[src/rtl/core/mlbd_pkg.sv]
// Shared constants and types of the multi-line button debouncer.
package mlbd_pkg;

  localparam int NUM_LINES = 8;
  localparam int TIME_BITS = 32;
  localparam int IDX_W = $clog2(NUM_LINES);
  localparam int CFG_W = 16;
  localparam logic [CFG_W-1:0] DEFAULT_DEBOUNCE_MS = CFG_W'(200);
  localparam int QUEUE_DEPTH = 2;
  localparam int QCNT_W = $clog2(QUEUE_DEPTH + 1);
  localparam int QPTR_W = $clog2(QUEUE_DEPTH);

  // One queued request: which lines settled and the level each settled to.
  typedef struct packed {
    logic [NUM_LINES-1:0] fire_mask;
    logic [NUM_LINES-1:0] levels;
  } evt_t;

endpackage

[src/rtl/core/mlbd_if.sv]
// Handshake interfaces for poll samples and debounce events.
interface mlbd_in_if;
  logic        valid;
  logic        ready;
  logic [7:0]  line_levels;
  logic [7:0]  read_ok_mask;
  logic [31:0] now_ms;

  modport source (output valid, line_levels, read_ok_mask, now_ms, input ready);
  modport sink (input valid, line_levels, read_ok_mask, now_ms, output ready);
endinterface

interface mlbd_out_if;
  logic       valid;
  logic       ready;
  logic [2:0] line_index;
  logic       new_level;
  logic       last_event;

  modport source (output valid, line_index, new_level, last_event, input ready);
  modport sink (input valid, line_index, new_level, last_event, output ready);
endinterface

[src/rtl/core/mlbd_front.sv]
// Front end: per-line debounce state, updated once per accepted poll sample.
module mlbd_front
  import mlbd_pkg::*;
(
  input  logic                 clk,
  input  logic                 rst_n,
  input  logic                 cfg_we,
  input  logic [CFG_W-1:0]     cfg_wdata,
  input  logic                 smp_valid,
  input  logic [7:0]           smp_levels,
  input  logic [7:0]           smp_ok,
  input  logic [TIME_BITS-1:0] smp_now,
  input  logic                 accept,
  output logic                 push,
  output evt_t                 push_data
);

  logic [CFG_W-1:0]     debounce_r;
  logic [NUM_LINES-1:0] stable_r, stable_nxt;
  logic [NUM_LINES-1:0] raw_r, raw_nxt;
  logic [NUM_LINES-1:0] armed_r, armed_nxt;
  logic [TIME_BITS-1:0] ctime_r [NUM_LINES];
  logic [TIME_BITS-1:0] ctime_nxt [NUM_LINES];
  logic [NUM_LINES-1:0] fire;
  logic [TIME_BITS-1:0] limit;

  // A zero debounce time falls back to the default.
  assign limit = (debounce_r == '0) ? TIME_BITS'(DEFAULT_DEBOUNCE_MS)
                                    : TIME_BITS'(debounce_r);

  // Each line is evaluated independently against the sample.
  always_comb begin
    logic ok, v, chg, arm_eff;
    logic [TIME_BITS-1:0] diff;
    for (int i = 0; i < NUM_LINES; i++) begin
      ok = (i < 8) ? smp_ok[i % 8] : 1'b0;
      v  = smp_levels[i % 8];
      chg = ok && (v != raw_r[i]);
      raw_nxt[i] = chg ? v : raw_r[i];
      ctime_nxt[i] = chg ? smp_now : ctime_r[i];
      arm_eff = armed_r[i] || chg;
      diff = smp_now - ctime_nxt[i];
      fire[i] = ok && arm_eff && (diff >= limit) && (v != stable_r[i]);
      stable_nxt[i] = fire[i] ? v : stable_r[i];
      armed_nxt[i] = ok ? (arm_eff && !fire[i]) : armed_r[i];
    end
  end

  // Only samples that settle at least one line are queued for the back end.
  assign push = accept && smp_valid && (fire != '0);
  always_comb begin
    push_data.fire_mask = fire;
    for (int i = 0; i < NUM_LINES; i++) begin
      push_data.levels[i] = smp_levels[i % 8];
    end
  end

  // Control state and the configuration register.
  always_ff @(posedge clk) begin
    if (!rst_n) begin
      debounce_r <= DEFAULT_DEBOUNCE_MS;
      stable_r   <= '1;
      raw_r      <= '1;
      armed_r    <= '0;
    end else begin
      if (cfg_we) begin
        debounce_r <= cfg_wdata;
      end
      if (accept) begin
        stable_r <= stable_nxt;
        raw_r    <= raw_nxt;
        armed_r  <= armed_nxt;
      end
    end
  end

  // Timestamps are only read while a line is armed, so they need no reset.
  always_ff @(posedge clk) begin
    if (accept) begin
      for (int i = 0; i < NUM_LINES; i++) begin
        ctime_r[i] <= ctime_nxt[i];
      end
    end
  end

endmodule

[src/rtl/core/mlbd_queue.sv]
// Short queue of event requests between the front and back ends.
module mlbd_queue
  import mlbd_pkg::*;
(
  input  logic clk,
  input  logic rst_n,
  input  logic push,
  input  evt_t push_data,
  input  logic pop,
  output evt_t head,
  output logic empty,
  output logic full
);

  evt_t              mem_r [QUEUE_DEPTH];
  logic [QPTR_W-1:0] wptr_r, rptr_r;
  logic [QCNT_W-1:0] count_r;

  assign empty = (count_r == '0);
  assign full  = (count_r == QCNT_W'(QUEUE_DEPTH));
  assign head  = mem_r[rptr_r];

  // Pointers and fill count.
  always_ff @(posedge clk) begin
    if (!rst_n) begin
      wptr_r  <= '0;
      rptr_r  <= '0;
      count_r <= '0;
    end else begin
      if (push) begin
        wptr_r <= (wptr_r == QPTR_W'(QUEUE_DEPTH - 1)) ? '0 : wptr_r + 1'b1;
      end
      if (pop) begin
        rptr_r <= (rptr_r == QPTR_W'(QUEUE_DEPTH - 1)) ? '0 : rptr_r + 1'b1;
      end
      if (push && !pop) begin
        count_r <= count_r + 1'b1;
      end else if (pop && !push) begin
        count_r <= count_r - 1'b1;
      end
    end
  end

  // Entry storage.
  always_ff @(posedge clk) begin
    if (push) begin
      mem_r[wptr_r] <= push_data;
    end
  end

`ifndef NO_ASSERTIONS
  a_no_overflow: assert property (@(posedge clk) disable iff (!rst_n)
    push |-> !full) else $error("queue written while full");
  a_no_underflow: assert property (@(posedge clk) disable iff (!rst_n)
    pop |-> !empty) else $error("queue read while empty");
  a_count_up: assert property (@(posedge clk) disable iff (!rst_n)
    (push && !pop) |=> count_r == $past(count_r) + 1'b1)
    else $error("queue count did not follow a write");
  a_nonzero_entry: assert property (@(posedge clk) disable iff (!rst_n)
    push |-> push_data.fire_mask != '0) else $error("empty request queued");
`endif

endmodule

[src/rtl/core/mlbd_back.sv]
// Back end: drains one queued request as events, lowest line first.
module mlbd_back
  import mlbd_pkg::*;
(
  input  logic       clk,
  input  logic       rst_n,
  input  evt_t       head,
  input  logic       empty,
  output logic       pop,
  mlbd_out_if.source out_chan
);

  logic [NUM_LINES-1:0] mask_r;
  logic [NUM_LINES-1:0] lvl_r;
  logic                 out_valid_r;
  logic [IDX_W-1:0]     idx_r;
  logic                 level_r;
  logic                 last_r;
  logic                 advance;
  logic [IDX_W-1:0]     low_idx;
  logic [NUM_LINES-1:0] mask_rest;

  assign advance = !out_valid_r || out_chan.ready;
  assign pop     = (mask_r == '0) && !empty;

  // Lowest pending line of the current request.
  always_comb begin
    low_idx = '0;
    for (int i = NUM_LINES - 1; i >= 0; i--) begin
      if (mask_r[i]) begin
        low_idx = IDX_W'(i);
      end
    end
  end
  assign mask_rest = mask_r & (mask_r - 1'b1);

  // Request register and output register.
  always_ff @(posedge clk) begin
    if (!rst_n) begin
      mask_r      <= '0;
      out_valid_r <= 1'b0;
    end else begin
      if (pop) begin
        mask_r <= head.fire_mask;
      end else if (advance && mask_r != '0) begin
        mask_r <= mask_rest;
      end
      if (advance) begin
        out_valid_r <= (mask_r != '0);
      end
    end
  end

  // Payload registers.
  always_ff @(posedge clk) begin
    if (pop) begin
      lvl_r <= head.levels;
    end
    if (advance && mask_r != '0) begin
      idx_r   <= low_idx;
      level_r <= lvl_r[low_idx];
      last_r  <= (mask_rest == '0);
    end
  end

  assign out_chan.valid      = out_valid_r;
  assign out_chan.line_index = 3'(idx_r);
  assign out_chan.new_level  = level_r;
  assign out_chan.last_event = last_r;

endmodule

[src/rtl/core/multi_line_button_debouncer.sv]
// A poll sample's events pass through the event queue, the request register and the output register.
// Throughput: a sample is accepted every cycle while the two-entry event queue has room.
// Events drain one per cycle while the receiver is ready; the next queued request
// is loaded only after the last event of the current one has moved into the output register.
// Reset is synchronous, active low: all lines read released, none armed, debounce 200 ms.
// No clearing pass is needed after reset.
module multi_line_button_debouncer
  import mlbd_pkg::*;
(
  input  logic             clk,
  input  logic             rst_n,
  input  logic             cfg_we,
  input  logic [CFG_W-1:0] cfg_wdata,
  mlbd_in_if.sink          in_chan,
  mlbd_out_if.source       out_chan
);

  logic accept;
  logic push;
  evt_t push_data;
  evt_t head;
  logic empty;
  logic full;
  logic pop;

  // The front end waits only when the queue is full.
  assign in_chan.ready = !full;
  assign accept = in_chan.valid && !full;

  mlbd_front u_front (
    .clk        (clk),
    .rst_n      (rst_n),
    .cfg_we     (cfg_we),
    .cfg_wdata  (cfg_wdata),
    .smp_valid  (in_chan.valid),
    .smp_levels (in_chan.line_levels),
    .smp_ok     (in_chan.read_ok_mask),
    .smp_now    (TIME_BITS'(in_chan.now_ms)),
    .accept     (accept),
    .push       (push),
    .push_data  (push_data)
  );

  mlbd_queue u_queue (
    .clk       (clk),
    .rst_n     (rst_n),
    .push      (push),
    .push_data (push_data),
    .pop       (pop),
    .head      (head),
    .empty     (empty),
    .full      (full)
  );

  mlbd_back u_back (
    .clk      (clk),
    .rst_n    (rst_n),
    .head     (head),
    .empty    (empty),
    .pop      (pop),
    .out_chan (out_chan)
  );

endmodule

[src/flat_wrapper.sv]
// flat-port wrapper written by rule: the top's interface ports become plain ports
module multi_line_button_debouncer_flat import mlbd_pkg::*;
  (clk, rst_n, cfg_we, cfg_wdata, in_chan_valid, in_chan_line_levels, in_chan_read_ok_mask, in_chan_now_ms, in_chan_ready, out_chan_valid, out_chan_line_index, out_chan_new_level, out_chan_last_event, out_chan_ready);
  mlbd_in_if in_chan_i ();
  mlbd_out_if out_chan_i ();
  input  logic clk;
  input  logic rst_n;
  input  logic cfg_we;
  input  logic [CFG_W-1:0] cfg_wdata;
  input wire logic [$bits(in_chan_i.valid)-1:0] in_chan_valid;
  input wire logic [$bits(in_chan_i.line_levels)-1:0] in_chan_line_levels;
  input wire logic [$bits(in_chan_i.read_ok_mask)-1:0] in_chan_read_ok_mask;
  input wire logic [$bits(in_chan_i.now_ms)-1:0] in_chan_now_ms;
  output wire logic [$bits(in_chan_i.ready)-1:0] in_chan_ready;
  output wire logic [$bits(out_chan_i.valid)-1:0] out_chan_valid;
  output wire logic [$bits(out_chan_i.line_index)-1:0] out_chan_line_index;
  output wire logic [$bits(out_chan_i.new_level)-1:0] out_chan_new_level;
  output wire logic [$bits(out_chan_i.last_event)-1:0] out_chan_last_event;
  input wire logic [$bits(out_chan_i.ready)-1:0] out_chan_ready;
  assign in_chan_i.valid = in_chan_valid;
  assign in_chan_i.line_levels = in_chan_line_levels;
  assign in_chan_i.read_ok_mask = in_chan_read_ok_mask;
  assign in_chan_i.now_ms = in_chan_now_ms;
  assign in_chan_ready = in_chan_i.ready;
  assign out_chan_valid = out_chan_i.valid;
  assign out_chan_line_index = out_chan_i.line_index;
  assign out_chan_new_level = out_chan_i.new_level;
  assign out_chan_last_event = out_chan_i.last_event;
  assign out_chan_i.ready = out_chan_ready;
  multi_line_button_debouncer u_core (.clk(clk), .rst_n(rst_n), .cfg_we(cfg_we), .cfg_wdata(cfg_wdata), .in_chan(in_chan_i), .out_chan(out_chan_i));
endmodule
[config.mk]
export PLATFORM = sky130hd
export DESIGN_NAME = multi_line_button_debouncer_flat
export DESIGN_NICKNAME = d
export VERILOG_FILES = /design/src/rtl/core/mlbd_pkg.sv /design/src/rtl/core/mlbd_if.sv /design/src/rtl/core/mlbd_front.sv /design/src/rtl/core/mlbd_queue.sv /design/src/rtl/core/mlbd_back.sv /design/src/rtl/core/multi_line_button_debouncer.sv /design/src/flat_wrapper.sv
export SDC_FILE = /design/constraint.sdc
export NUM_CORES = 2
export LEC_CHECK = 0
export BUFFER_PORTS_ARGS = -buffer_cell sky130_fd_sc_hd__clkbuf_2
export CAP_MARGIN = 20
export CELL_PAD_IN_SITES_DETAIL_PLACEMENT = 1
export CELL_PAD_IN_SITES_GLOBAL_PLACEMENT = 1
export CORE_ASPECT_RATIO = 0.8
export CORE_MARGIN = 5
export CORE_UTILIZATION = 45
export CTS_CLUSTER_SIZE = 12
export DETAILED_ROUTE_END_ITERATION = 8
export PLACE_DENSITY_LB_ADDON = 0.1
export RECOVER_POWER = 100
export SYNTH_ARGS = -nofsm -noshare
export SYNTH_HDL_FRONTEND = slang
export SYNTH_HIERARCHICAL = 1
export SYNTH_SLANG_ARGS = --single-unit
[constraint.sdc]
create_clock -name clk -period 15.66 [get_ports clk]
set_input_delay 1.566 -clock clk [delete_from_list [all_inputs] [get_ports clk]]
set_output_delay 1.566 -clock clk [all_outputs]
set_load 0.005 [all_outputs]
# Word-level counts from Yosys, hierarchy flattened
# Memory sizes are Yosys's and may differ from the RTL's. A register that Yosys moved wholly into a read port is not among the register bits.
# Cells that the tools add are included.
# totals
register_bits	66
wordCells	208
n_memories	2
input_bits	69
mem_bits_rw	288
latch_bits	0
mem_bits_ro	0
# classes
addsub	13
n_eq_ne	17
n_mux	31
bitwise_logic	1
n_shift	0
magnitude_cmp	9
n_reduce_logical	101
div_mod_pow	0
n_mul	0
# mem_list
name	words	word_bits	read_ports	rd_ports_with_merged_regs	wr	line_no	source
u_core.u_front.ctime_r	8	32	8	0	8	mlbd_front.sv:22	logic [TIME_BITS-1:0] ctime_r [NUM_LINES];
u_core.u_queue.mem_r	2	16	1	1	1	mlbd_queue.sv:15	evt_t mem_r [QUEUE_DEPTH];
# ops
op	n
$ge A32 B16 Y1	8
$mux W32	8
$sub A32 B32 Y32	8
$reduce_and A2 Y1	24
$logic_and A1 B1 Y1	47
$mux W3	8
$logic_not A16 Y1	1
$logic_not A8 Y1	2
$mux W16	1
$mux W8	2
$ne A1 B1 Y1	16
$reduce_bool A8 Y1	2
$logic_not A1 Y1	13
$logic_or A1 B1 Y1	9
$mux W1	9
$and A8 B8 Y8	1
$sub A8 B1 Y8 const B	1
$lt A3 B4 Y1 const B	1
$mux W2	2
$reduce_bool A2 Y1	2
$bmux W1 S3	1
$add A1 B1 Y1 const B	2
$add A2 B1 Y2 const B	1
$eq A2 B2 Y1 const B	1
other kinds (2)	2

# Depth between registers and ports, before layout
# depth
word_depth	13
depth_mapped	35
ltp_nobuf	34

# Hierarchy
# The synthesis kept the hierarchy.
# modules_own_cells
module	area_per_inst_um2	seq_area_each_um2	instances	cells_each
mlbd_front	31717.9	8488.1	1	3762
mlbd_queue	1372.6	1061.0	1	72
mlbd_back	1054.8	570.5	1	96
multi_line_button_debouncer	10.0	0.0	1	2

# Least setup slack after synthesis
# No wires, ideal clock.
# synth_path
path_kind	input port to flip-flop
from	input in_chan_valid
to	memory u_core/u_queue/mem_r[0][0] in the netlist's numbering, enable pin
path_stages	6
setup_time_ns	0.392
required_ns	15.268
slack_ns	0.695
arrival_time_ns	14.573
cell_sequence	nor2b_1 > clkbuf_1 > clkbuf_1 > nand2_1 > a31oi_1 > nor2b_1
# synth_between
elab_chain_cells	5
# synth_lines
element	line_no	source
from (decl)	flat_wrapper.sv:10	input wire logic [$bits(in_chan_i.valid)-1:0] in_chan_valid;
$logic_and A1 B1 Y1	multi_line_button_debouncer.sv:28	assign accept = in_chan.valid && !full;
$logic_and A1 B1 Y1 (*) (2 in a row)	mlbd_front.sv:50	assign push = accept && smp_valid && (fire != '0);
via u_core.push	multi_line_button_debouncer.sv:19	logic push;
$mux W1 (*)	mlbd_queue.sv:46	if (push) begin
$mux W1 (implied by the code) (*)	mlbd_queue.sv:47	mem_r[wptr_r] <= push_data;
to (decl)	mlbd_queue.sv:15	
# Mark *: on every way through the listed nets, which the timed path passes. The rest lies on a longest branch.

==> run metrics <==
status=complete, but fails checks; failing checks=capacitance limit, slew limit; setup ws final=4.39 ns; synthesized area=34200 µm²; Max Slew Vio Count=618; Bufs on Longest Clock Path=3; Inserted Diodes=0; DIE AREA=81500 µm²; WL/cell=23.4 µm; # hold bufs at CTS=0; Unique masters post-synth=111; routability cong.=0.893; Synth Warn #=6; max_cap viols=11; CTS buffer count=45; # nets final=4364; row count=90; Port Buffer Count=75; Synthesized Nets=4363; Power Total=5.30 mW; EDFF count, synth=301; share of cells above drive strength 1=6.37%; R2R Path End=u_core/u_queue/mem_r[1][3]; unrepaired setup endpoints after global routing=false; Arr. time, crit path=11.44 ns; via count=30255; final instance area=36800 µm²; crit path capture type=flip-flop; CTS tree=done; fill count=8878; Async SR Flop Fraction=0%; clk_lat worst skew=0.62 ns; Crit path largest cell delay=2.03 ns; Max IR drop VDD=0.117 mV; first-pass iteration count of the detailed router=5; critical path endpoint=u_core/u_queue/mem_r[1][3]; pwr/cell area=144 nW/µm²; Leakage=16.0 nW; Routed Antenna Nets=0; Tot GR Track Use=27.3%; Synth Area per Inst=8.69 µm²; postcts setup bufs=0; CP Class=primary input to flip-flop; global-route wire length before repair=177 mm; Worst Max-Slew Pin Slew=9.08 ns; Max-slew headroom=-505%; CTS H-tree depth=2; Max Freq=88.8 MHz; initial drt markers=1997; Buffers & Inverters on Critical Path=2; critical path launch point=in_chan_line_levels[5]; io pins=76; Clock transition at path regs=0.06 ns; Die Ht=256 µm; pre-CTS WS=5.92 ns; vias in the first global route=30089; FF-to-FF Start=u_core/u_front/raw_r[4]; Crit Path Max Fanout=46; R2R setup slack=5.32 ns; initial core utilization=45.3%; Hold WS=0.493 ns; slowest stage cell, crit path=clkbuf_1; global route overflow=0; Worst Hold Class=flip-flop to flip-flop; Vias per Instance=6.07; largest net degree at the start of global routing=153; ys flop type=edfxtp_1; Placed Area=35500 µm²; # DRC=0; clk root buf=clkbuf_16; logic depth of the worst path, buffers included=28; Core Box Area=75300 µm²; Post-Synthesis Cells=3932; post-DP HPWL=86.1 mm; initial antenna violation count=3; Final Hold Viols=0; Syn-to-layout area delta=7.82%; Max Clock Skew=0.0244 ns; CP top delay family=compound AO/OA/AOI/OAI gates; synthesized flop and latch total=355; sequential area share after synthesis=29.6%; Setup TNS Final=0 ns; CP required=15.84 ns; # clock sinks=355; final critical-path required period=11.27 ns; Final Setup Violations=0; post_cts resized=0; nature of the critical path startpoint=primary input; Final Cycle Share=71.9%; final WL=116 mm; Worst R2R Path Depth=27; die extent in x=318 µm
## sequential cells by signal (all words and copies together), names as in the netlist, named ones only
signal                             count
u_core/u_front/debounce_r             16
u_core/u_back/mask_r                   8
u_core/u_queue/wptr_r                  1
u_core/u_queue/mem_r                  32
u_core/u_back/out_chan.last_event      1
u_core/u_front/armed_r                 8
u_core/u_queue/count_r                 2
u_core/u_back/out_chan.new_level       1
u_core/u_front/raw_r                   8
u_core/u_queue/rptr_r                  1
u_core/u_back/out_chan.valid           1
u_core/u_front/stable_r                8
u_core/u_front/ctime_r               256
u_core/u_back/lvl_r                    8
u_core/u_back/out_chan.line_index      3
## power breakdown
part	total, mW	switching [mW]	internal, mW
clock network	1.07	0.458	0.607
logic	2.81	1.73	1.08
registers	1.43	0.0988	1.33
total	5.30	2.29	3.01
## stage by stage
step | instances | utilization (%)
after floorplan | 3932 | -
after detailed placement | 4897 | 47.2
after CTS | 4981 | 49.1
final | 4982 | 48.9
after global placement | 4897 | 47.2
after global routing | 4982 | 48.9
## layout by cell type (no fill, tap or decap), drive strengths merged, types with 76 or more instances in the layout
| cell | n |
|---|---|
| a21o | 104 |
| nand2 | 365 |
| xnor2 | 118 |
| clkbuf | 150 |
| xor2 | 79 |
| edfxtp | 301 |
| mux2i | 229 |
| ha | 354 |
| nor2 | 221 |
| a21oi | 328 |
| o21ai | 221 |
| inv | 327 |
| nand3 | 76 |
## metal layers
metal  GRT usage (%)  routed length [µm]  vias up
li1                -                   -    14531
met1            37.2               54200    14950
met2            44.9               52500      623
met3            3.87                5570      151
met4            8.78                4080        0
met5               0                   0        -
## cell families (layout without fill, tap and decap cells)
kind of cell	after synthesis	after routing	share of synthesized area [%]
AO/OA/AOI/OAI	1146	1146	22.1
AND/OR/NAND/NOR	1076	1076	15.5
adder cells (fa/ha/maj)	393	393	14.4
flip-flops	355	355	29.6
XOR/XNOR	197	197	5.07
buffers and inverters	514	552	5.93
multiplexers	251	251	7.44
## synthesized netlist by cell type (14+ instances only)
library cell	n	share of area [%]
nand2_1	364	4.0
ha_1	354	13
a21oi_1	328	4.8
inv_1	325	3.6
edfxtp_1	301	26
mux2i_1	229	6.7
nor2_1	220	2.4
o21ai_0	212	3.1
clkbuf_1	134	1.5
xnor2_1	118	3.0
a21o_1	104	2.3
xor2_1	78	2.0
nand3_1	76	1.1
nand4_1	64	1.2
nor2b_1	63	1.2
nand2b_1	55	1.0
a31oi_1	54	0.99
dfxtp_1	54	3.2
a211oi_1	50	1.1
nor3_1	43	0.63
o21a_1	39	0.86
and2_1	34	0.62
o211ai_1	34	0.75
o22ai_1	31	0.57
and3_1	28	0.51
maj3_1	28	0.82
o21bai_1	26	0.57
o31ai_1	24	0.53
mux2_2	22	0.73
nor4_1	21	0.38
o2111ai_1	21	0.54
a2111oi_0	20	0.51
buf_1	18	0.20
or3_1	18	0.33
buf_4	17	0.37
o221ai_1	15	0.38
buf_2	14	0.21
nand3b_1	14	0.31
## worst min path at each step
stage	startpoint	end	slack (ns)	cells after the start
after CTS	u_core/u_front/stable_r[0]	u_core/u_front/stable_r[0]	0.50	2
after global routing	u_core/u_front/raw_r[7]	u_core/u_front/raw_r[7]	0.52	2
final	u_core/u_front/stable_r[0]	u_core/u_front/stable_r[0]	0.49	2
after global placement	u_core/u_front/raw_r[7]	u_core/u_front/raw_r[7]	0.48	2
after floorplan	u_core/u_front/raw_r[2]	u_core/u_front/raw_r[2]	0.46	2
after detailed placement	u_core/u_front/stable_r[0]	u_core/u_front/stable_r[0]	0.48	2
## layout make-up
| type | count | area [µm²] | share of cell area [%] |
|---|---|---|---|
| clock buffer | 55 | 1210 | 3.30 |
| clock inverter | 29 | 277 | 0.751 |
| sequential | 355 | 10100 | 27.5 |
| inverter | 328 | 1230 | 3.34 |
| multi-input combinational | 3063 | 21900 | 59.6 |
| timing repair buffer | 140 | 772 | 2.10 |
| tap | 1012 | 1270 | 3.44 |
## worst register-to-register path: stages (launching register included)
cell       delay, ns
dfxtp_1         0.33
xor2_1          0.22
nand2_2         0.10
clkbuf_1        1.95
o21ai_0         0.55
ha_1            0.40
fa_1            0.40
nand2b_1        0.18
a21oi_1         0.21
o221ai_1        0.20
a32oi_1         0.62
o21ai_0         0.30
nand2b_1        0.13
a21oi_1         0.08
xnor2_1         0.18
ha_1            0.27
nand4_1         0.15
o22ai_1         0.09
or4b_2          0.61
nor4_1          0.29
nand4_1         0.13
a2111oi_0       0.33
nand4_1         0.17
nor4_1          0.21
nand4_1         0.49
a211oi_1        0.47
a31oi_1         0.22
and2_0          0.63
(Power assumes the default switching activity.)
